===== config.mk =====
export PLATFORM = sky130hd
export DESIGN_NAME = hsv_to_rgb_8bit_unit
export DESIGN_NICKNAME = d
export VERILOG_FILES = /design/src/rtl/core/hsv2rgb_pkg.sv /design/src/rtl/core/hsv_to_rgb_8bit_unit.sv
export SDC_FILE = /design/constraint.sdc
export NUM_CORES = 1
export LEC_CHECK = 0
export ABC_AREA = 1
export ABC_CLOCK_PERIOD_IN_PS = 7800
export BUFFER_PORTS_ARGS = -buffer_cell sky130_fd_sc_hd__buf_4
export CORE_AREA = 4 4 235 260
export DETAILED_ROUTE_END_ITERATION = 10
export DIE_AREA = 0 0 239 264
export MAX_ROUTING_LAYER = met4
export SLEW_MARGIN = 30
export SYNTH_ARGS = -nofsm -noshare
export SYNTH_HDL_FRONTEND = slang
export SYNTH_SLANG_ARGS = --single-unit

===== constraint.sdc =====
create_clock -name clk -period 7.8 [get_ports clk]
set_input_delay 0.78 -clock clk [delete_from_list [all_inputs] [get_ports clk]]
set_output_delay 0.78 -clock clk [all_outputs]
set_load 0.05 [all_outputs]

===== src/rtl/core/hsv2rgb_pkg.sv =====
// shared types and constants for the hsv to rgb pixel converter
`default_nettype none

package hsv2rgb_pkg;

    // input word: one hsv pixel with alpha
    typedef struct packed {
        logic [7:0] hue;
        logic [7:0] saturation;
        logic [7:0] brightness;
        logic [7:0] alpha_in;
    } hsv_word_t;

    // output word: one rgba pixel
    typedef struct packed {
        logic [7:0] red;
        logic [7:0] green;
        logic [7:0] blue;
        logic [7:0] alpha_out;
    } rgb_word_t;

    // hue sectors, named by the colors they run between
    typedef enum logic [2:0] {
        SEC_RED_YEL = 3'd0,
        SEC_YEL_GRN = 3'd1,
        SEC_GRN_CYN = 3'd2,
        SEC_CYN_BLU = 3'd3,
        SEC_BLU_MAG = 3'd4,
        SEC_MAG_RED = 3'd5
    } sector_t;

    localparam logic [7:0]  SECTOR_STEPS = 8'd43;
    localparam logic [7:0]  FULL_SCALE   = 8'd255;
    // 255 * 43, the denominator of the middle level
    localparam logic [13:0] MID_DENOM    = 14'd10965;
    // floor(2^36 / 10965): quotient estimate is low by at most one
    localparam logic [22:0] MID_RECIP    = 23'd6267166;

endpackage

`default_nettype wire


===== src/rtl/core/hsv_to_rgb_8bit_unit.sv =====
// hsv to rgba pixel converter, four-stage pipeline
//
// Usage:
//   hsv channel: hsv_valid / hsv_stall / hsv carry one hsv pixel word with
//   alpha. A word is taken at a rising edge with hsv_valid high and
//   hsv_stall low.
//   rgb channel: rgb_valid / rgb_stall / rgb carry one rgba pixel word out,
//   taken at a rising edge with rgb_valid high and rgb_stall low.
//   rgb_valid rises once the word reaches the stage d output register.
//   Throughput is one word per cycle while rgb_stall is low; the four
//   register stages (sector and products, middle product and divide by
//   255, reciprocal multiply, quotient correction and channel select)
//   each hold one word, the reciprocal multiply in stage three sets the
//   clock.
//   Reset clears all stage valid bits; the pipe comes up empty and ready.
//   When the receiver stalls, the output word holds and each stage keeps its
//   word while the stage after it is full; empty stages still fill, so up to
//   four words are held before hsv_stall rises. Nothing is dropped or
//   repeated.
`default_nettype none

module hsv_to_rgb_8bit_unit
    import hsv2rgb_pkg::*;
(
    input  wire logic      clk,
    input  wire logic      rst_n,
    input  wire logic      hsv_valid,
    output logic           hsv_stall,
    input  wire hsv_word_t hsv,
    output logic           rgb_valid,
    input  wire logic      rgb_stall,
    output rgb_word_t      rgb
);

    // stage valid bits
    logic valid_a_reg, valid_b_reg, valid_c_reg, valid_d_reg;
    logic ready_a, ready_b, ready_c, ready_d;

    // stage a payload
    sector_t     sector_a_reg;
    logic [7:0]  v_a_reg, alpha_a_reg;
    logic [13:0] sd_a_reg;
    logic [15:0] bprod_a_reg;

    // stage b payload
    sector_t     sector_b_reg;
    logic [7:0]  v_b_reg, alpha_b_reg, bot_b_reg;
    logic [21:0] mprod_b_reg;

    // stage c payload
    sector_t     sector_c_reg;
    logic [7:0]  v_c_reg, alpha_c_reg, bot_c_reg, q0_c_reg;
    logic [21:0] mprod_c_reg;

    // stage d (output) payload
    rgb_word_t   rgb_reg;

    // stage a next values
    sector_t     sector_next;
    logic [6:0]  pos_next;
    logic [5:0]  d_next;
    logic [13:0] sd_next;
    logic [15:0] bprod_next;

    // stage b next values
    logic [13:0] inner_next;
    logic [21:0] mprod_next;
    logic [15:0] bsum_next;
    logic [7:0]  bot_next;

    // stage c next values
    logic [44:0] recip_prod_next;
    logic [7:0]  q0_next;

    // stage d next values
    logic [21:0] qden_next;
    logic [21:0] rem_next;
    logic [8:0]  mid_wide_next;
    logic [7:0]  mid_next;
    rgb_word_t   rgb_next;

    // backpressure chain, a stage moves when it is empty or its word leaves
    assign ready_d   = !valid_d_reg || !rgb_stall;
    assign ready_c   = !valid_c_reg || ready_d;
    assign ready_b   = !valid_b_reg || ready_c;
    assign ready_a   = !valid_a_reg || ready_b;
    assign hsv_stall = !ready_a;

    // sector from hue compares
    always_comb
    begin
        if (hsv.hue >= 8'd215)
            sector_next = SEC_MAG_RED;
        else if (hsv.hue >= 8'd172)
            sector_next = SEC_BLU_MAG;
        else if (hsv.hue >= 8'd129)
            sector_next = SEC_CYN_BLU;
        else if (hsv.hue >= 8'd86)
            sector_next = SEC_GRN_CYN;
        else if (hsv.hue >= SECTOR_STEPS)
            sector_next = SEC_YEL_GRN;
        else
            sector_next = SEC_RED_YEL;
    end

    // distance of hue from the middle of its double sector
    always_comb
    begin
        if (hsv.hue >= 8'd172)
            pos_next = 7'(hsv.hue - 8'd172);
        else if (hsv.hue >= 8'd86)
            pos_next = 7'(hsv.hue - 8'd86);
        else
            pos_next = hsv.hue[6:0];
        if (pos_next >= 7'(SECTOR_STEPS))
            d_next = 6'(pos_next - 7'(SECTOR_STEPS));
        else
            d_next = 6'(7'(SECTOR_STEPS) - pos_next);
    end

    assign sd_next    = 14'(hsv.saturation) * 14'(d_next);
    assign bprod_next = 16'(hsv.brightness) * 16'(FULL_SCALE - hsv.saturation);

    // stage a registers
    always_ff @(posedge clk or negedge rst_n)
    begin
        if (!rst_n)
            valid_a_reg <= 1'b0;
        else if (ready_a)
            valid_a_reg <= hsv_valid;
    end

    always_ff @(posedge clk)
    begin
        if (ready_a && hsv_valid)
        begin
            sector_a_reg <= sector_next;
            v_a_reg      <= hsv.brightness;
            alpha_a_reg  <= hsv.alpha_in;
            sd_a_reg     <= sd_next;
            bprod_a_reg  <= bprod_next;
        end
    end

    // middle level numerator and bottom level, x / 255 = (x + x/256 + 1) / 256
    assign inner_next = MID_DENOM - sd_a_reg;
    assign mprod_next = 22'(v_a_reg) * 22'(inner_next);
    assign bsum_next  = bprod_a_reg + 16'(bprod_a_reg[15:8]) + 16'd1;
    assign bot_next   = bsum_next[15:8];

    // stage b registers
    always_ff @(posedge clk or negedge rst_n)
    begin
        if (!rst_n)
            valid_b_reg <= 1'b0;
        else if (ready_b)
            valid_b_reg <= valid_a_reg;
    end

    always_ff @(posedge clk)
    begin
        if (ready_b && valid_a_reg)
        begin
            sector_b_reg <= sector_a_reg;
            v_b_reg      <= v_a_reg;
            alpha_b_reg  <= alpha_a_reg;
            bot_b_reg    <= bot_next;
            mprod_b_reg  <= mprod_next;
        end
    end

    // quotient estimate by reciprocal multiply
    assign recip_prod_next = 45'(mprod_b_reg) * 45'(MID_RECIP);
    assign q0_next         = recip_prod_next[43:36];

    // stage c registers
    always_ff @(posedge clk or negedge rst_n)
    begin
        if (!rst_n)
            valid_c_reg <= 1'b0;
        else if (ready_c)
            valid_c_reg <= valid_b_reg;
    end

    always_ff @(posedge clk)
    begin
        if (ready_c && valid_b_reg)
        begin
            sector_c_reg <= sector_b_reg;
            v_c_reg      <= v_b_reg;
            alpha_c_reg  <= alpha_b_reg;
            bot_c_reg    <= bot_b_reg;
            q0_c_reg     <= q0_next;
            mprod_c_reg  <= mprod_b_reg;
        end
    end

    // one-step quotient correction
    assign qden_next     = 22'(q0_c_reg) * 22'(MID_DENOM);
    assign rem_next      = mprod_c_reg - qden_next;
    assign mid_wide_next = 9'(q0_c_reg) + 9'(rem_next >= 22'(MID_DENOM));
    assign mid_next      = mid_wide_next[7:0];

    // channel select by sector
    always_comb
    begin
        rgb_next.alpha_out = alpha_c_reg;
        case (sector_c_reg)
            SEC_RED_YEL:
            begin
                rgb_next.red   = v_c_reg;
                rgb_next.green = mid_next;
                rgb_next.blue  = bot_c_reg;
            end
            SEC_YEL_GRN:
            begin
                rgb_next.red   = mid_next;
                rgb_next.green = v_c_reg;
                rgb_next.blue  = bot_c_reg;
            end
            SEC_GRN_CYN:
            begin
                rgb_next.red   = bot_c_reg;
                rgb_next.green = v_c_reg;
                rgb_next.blue  = mid_next;
            end
            SEC_CYN_BLU:
            begin
                rgb_next.red   = bot_c_reg;
                rgb_next.green = mid_next;
                rgb_next.blue  = v_c_reg;
            end
            SEC_BLU_MAG:
            begin
                rgb_next.red   = mid_next;
                rgb_next.green = bot_c_reg;
                rgb_next.blue  = v_c_reg;
            end
            default:
            begin
                rgb_next.red   = v_c_reg;
                rgb_next.green = bot_c_reg;
                rgb_next.blue  = mid_next;
            end
        endcase
    end

    // stage d registers
    always_ff @(posedge clk or negedge rst_n)
    begin
        if (!rst_n)
            valid_d_reg <= 1'b0;
        else if (ready_d)
            valid_d_reg <= valid_c_reg;
    end

    always_ff @(posedge clk)
    begin
        if (ready_d && valid_c_reg)
            rgb_reg <= rgb_next;
    end

    assign rgb_valid = valid_d_reg;
    assign rgb       = rgb_reg;

    // reciprocal estimate is never more than one low
    assert property (@(posedge clk) disable iff (!rst_n)
        valid_c_reg |-> (rem_next < 22'(2 * 10965)))
        else $error("middle level quotient estimate off by more than one");

    // bottom level never exceeds the top level
    assert property (@(posedge clk) disable iff (!rst_n)
        valid_c_reg |-> (bot_c_reg <= v_c_reg))
        else $error("bottom level above top level");

    // middle level never exceeds the top level
    assert property (@(posedge clk) disable iff (!rst_n)
        valid_c_reg |-> (mid_wide_next <= 9'(v_c_reg)))
        else $error("middle level above top level");

endmodule

`default_nettype wire


[Word-level counts from Yosys, hierarchy flattened]
Cells that the tools add are included.
Widths: inputs -> output; s select.
Word-level totals
  flip-flop bits (word level): 191
  bits of input ports: 36
  output and inout bits: 34
  logic and storage cells: 75
Operators by class
  add/subtract/negate cells: 10
  multipliers: 5
  magnitude comparators: 7
  equal/unequal tests: 4
  muxes and demuxes: 8
  reductions and logical operators: 16
Operators by type and width (number)
  $pmux 24 s5: 1
  $mul 22x22->43 const B: 1
  $ge 8x8->1 const B: 3
  $ge 22x14->1 const B: 1
  $mul 8x14->22: 1
  $mul 8x14->22 const B: 1
  $sub 22x22->22: 1
  $add 16x1->16 const B: 1
  $add 16x8->16: 1
  $mul 9x9->16: 1
  $mul 8x6->14: 1
  $mux 7: 2
  $sub 14x14->14 const A: 1
  $sub 8x8->9 const A: 1
  $add 8x1->8: 1
  $ge 8x6->1 const B: 1
  $ge 8x7->1 const B: 1
  $ge 7x6->1 const B: 1
  $sub 7x6->7 const B: 1
  $sub 7x7->7 const B: 1
  $eq 3x2->1 const B: 2
  $logic_not 1->1: 6
  $mux 6: 1
  $sub 6x6->6 const A: 1
  9 further kinds: 17

[Longest topological paths before layout]
  depth after elaboration: 6
  mapped depth: 35
  gate-level depth less buffers: 35

[Worst setup path before layout]
No wires, ideal clock.
  kind: flip-flop to flip-flop
  start: register mprod_b_reg[6]
  end: register q0_c_reg[5], data pin
  data arrival time: 5.452 ns
  setup slack: 2.083 ns
  stages on the path, launching flop included: 18
  period minus slack after synthesis: 5.717 ns
  path through: edfxtp_1 > fa_1 > fa_1 > inv_1 > fa_1 > fa_1 > inv_1 > fa_1 > fa_1 > fa_1 > ha_1 > nand2_1 > nor2_1 > inv_1 > nor4_1 > nand3_1 > o211ai_1 > xor2_1
Between the ends
  cells in the longest elaborated chain, start to end: 1
Ends and longest elaborated chain
  start: declaration: RTL line hsv_to_rgb_8bit_unit.sv:48  | logic [21:0] mprod_b_reg;
  start signal: assignment: RTL line hsv_to_rgb_8bit_unit.sv:168  | mprod_b_reg <= mprod_next;
  $mul 22x22->43: RTL line hsv_to_rgb_8bit_unit.sv:173  | assign recip_prod_next = 45'(mprod_b_reg) * 45'(MID_RECIP);
  named net recip_prod_next[41]: RTL line hsv_to_rgb_8bit_unit.sv:72  | logic [44:0] recip_prod_next;
  end signal: assignment: RTL line hsv_to_rgb_8bit_unit.sv:193  | q0_c_reg <= q0_next;
  end: declaration: RTL line hsv_to_rgb_8bit_unit.sv:52  | logic [7:0] v_c_reg, alpha_c_reg, bot_c_reg, q0_c_reg;
The timed path passes the listed nets, and every way through them passes these cells.
A chain may end at the register's enable or synchronous reset.

[Worst setup path in the final report]
  start: register mprod_b_reg[5]
  end: register q0_c_reg[5], data pin
Same word-level chain as after synthesis.

==> flow_summary_export.csv <==
group,metric,value,unit
placed_design,postPlaceCellArea,27400,um^2
setup_path,critPathKind,"flop to flop",
logic_synthesis,netlist.area_leader.share,26.9,%
cts,cts_made_buffers,17,
setup_path,crit_path_start_kind,"flop",
drt,vias,18700,
logic_synthesis,yosys-top-cells-area,"fa_1, edfxtp_1, ha_1, inv_1, nand2_1",
timing,worstMarginPinSlew,854,ps
cts,post_cts_resized,0,
logic_synthesis,synth_area,26000,um^2
placed_design,port_buffers,69,
global_routing,grt_pass1_wl,104000,um
logic_synthesis,ys_warn_count,0,
die,dieArea,63100,um^2
drt,drtIter0Drc,888,
cts,clkLatencyLatePin,490,ps
global_routing,antenna_found_initial,0,
logic_synthesis,async_flop_share,2.09,%
timing,slew_violations,0,
logic_synthesis,syn_inst,2779,
timing,maxSlewHeadroom,43.0,%
cts,clk_pin_slew_worst_paths,90,ps
drt,drc,0,
placed_design,gp_congestion,1.00,
cells_and_area,layout_commonest_cell,"inv_1",
setup_path,arrival,6570,ps
setup_path,cp-end-kind,"flop",
min_path,hold_path_class,"primary input to async pin",
logic_synthesis,synth.distinct_cells,47,
cts,root_buffer,"clkbuf_16",
cts,cts_setup_buffers,0,
drt,drtAntennaViolNets,0,
setup_path,cp_max_fo,11,
cts,htree_levels,4,
setup_path,crit_required,8030,ps
timing,fin_setup_tns,0,ps
cells_and_area,largest_reg_flops,32,
global_routing,grt.overflow.total,0,
global_routing,gr-usage-all-layers,21.4,%
outcome,status,"completed",
logic_synthesis,synth_edf_count,187,
die,start_util,44.6,%
drt,via_per_inst,5.15,
timing,period_minus_slack,6340,ps
logic_synthesis,syn_area_per_cell,9.36,um^2
die,rows,93,
cells_and_area,syn2layout_area_growth,7.87,%
cells_and_area,layout_common_cells,"inv_1, nand2_1, ha_1",
global_routing,grt_max_degree,58,
die,die_h,264,um
logic_synthesis,syn_nets,3555,
cts,cts.sinks,191,
drt,dr.pass1.iters,5,
cts,cts_tree,"built",
cells_and_area,final_layout_size_suffix_gt1_share,5.72,%
die,core,58300,um^2
cells_and_area,antenna_cells,0,
drt,wirelength,63100,um
timing,setup_viol,0,
placed_design,dp_hpwl,53400,um
global_routing,grt_pass1_vias,20200,
cts,cts_buffer_depth,2,
cts,hold_buffers,0,
timing,skew,20.6,ps
die,ios,70,
drt,wire_per_inst,17.4,um
flow_run,max-cap-violations,0,
timing,rsz0062_at_grt,"false",
die,fp.dieW,239,um
cells_and_area,nFillCells,5528,
cells_and_area,fin_area,28100,um^2
cells_and_area,fin_nets,3628,
logic_synthesis,yosysSeqAreaShare,22.0,%
timing,finalHoldViolCount,0,
logic_synthesis,yosys_most_used_dff,"edfxtp_1",
timing,period_share,81.3,%
timing,fmax,0.158,GHz
logic_synthesis,synth-seq-cells,191,
logic_synthesis,yosysTopAreaCell,"fa_1",
[synth_stat cells (3+ instances only)]
master and n:
edfxtp_1 187, a22oi_1 8, o21ai_0 70, nor2_1 253
o31ai_1 4, a21boi_0 4, o21a_1 6, o21bai_1 9
a21oi_1 114, inv_2 5, nand3_1 82, nand2_4 14
buf_6 3, or2_2 11, dfrtp_1 4, nand4_1 15
clkbuf_1 14, fa_1 350, xor2_1 55, a31oi_1 13
inv_1 620, nor4_1 7, o221ai_1 19, ha_1 390
and2_1 4, o21ai_1 3, nand2_1 403, nand2_2 14
nor2_2 5, o211ai_1 8, a21o_1 13, nor3_1 12
xnor2_1 32, clkinv_1 8, a211oi_1 4
[area by class of cell]
class	count	area, um^2	area share [%]
tap	760	951	3.39
inverter	634	2380	8.49
sequential	191	5720	20.4
clock buffer	17	425	1.52
multi-input combinational	1934	17800	63.5
clock inverter	15	199	0.709
timing repair buffer	74	556	1.98
[critical path, stage by stage (launching register included)]
cell	delay (ps)
edfxtp_1	810
fa_1	600
fa_1	480
fa_1	540
inv_1	50
fa_1	520
inv_1	50
fa_1	510
fa_1	530
fa_1	490
ha_1	330
nand2_1	120
nor2_1	170
inv_1	80
nor2_1	220
o21ai_0	190
nand2_1	110
nand2_1	60
o211ai_1	120
xor2_1	90
[cells by family (layout without fill, tap and decap cells)]
group                    after synthesis  in the layout  synth area share [%]
AO/OA/AOI/OAI                        280            280                  6.35
XOR/XNOR                              87             87                  2.93
adder cells (fa/ha/maj)              740            740                  45.7
buffers and inverters                654            740                  9.56
flip-flops                           191            191                  22.0
AND/OR/NAND/NOR                      827            827                  13.5
[metal layers]
| metal | track usage (%) | vias up | share of wire (%) |
|---|---|---|---|
| met4 | 5.90 | 0 | 2.6 |
| met2 | 38.2 | 339 | 53 |
| met1 | 25.5 | 9273 | 41 |
| met3 | 2.50 | 90 | 3.1 |
| met5 | - | - | 0 |
| li1 | - | 8976 | - |
[stage by stage]
step	hold slack, ps	utilization (%)	instances	setup slack [ps]
floorplan	400	-	2779	2080
global placement	402	47.1	3593	1480
detailed placement	405	47.1	3593	1420
CTS	34.9	48.1	3625	1410
global route	44.8	48.1	3625	1080
finish	74.8	48.1	3625	1460
[final timing paths]
kind,cells after the start,slack [ps],start,endpoint
max in group asynchronous,1,7620,rst_n,valid_c_reg$_DFFE_PN0P_
hold / removal,1,70,rst_n,valid_a_reg$_DFFE_PN0N_
hold reg to reg,0,420,alpha_b_reg[5]$_DFFE_PP_,alpha_c_reg[5]$_DFFE_PP_
setup reg to reg,19,1460,mprod_b_reg[5]$_DFFE_PP_,q0_c_reg[5]$_DFFE_PP_
min in group clk,0,420,alpha_b_reg[5]$_DFFE_PP_,alpha_c_reg[5]$_DFFE_PP_
setup / recovery,19,1460,mprod_b_reg[5]$_DFFE_PP_,q0_c_reg[5]$_DFFE_PP_
Power is left out: the tool's default activity adds up to more than one toggle a clock period on the data nets, which glitch-free logic cannot reach.
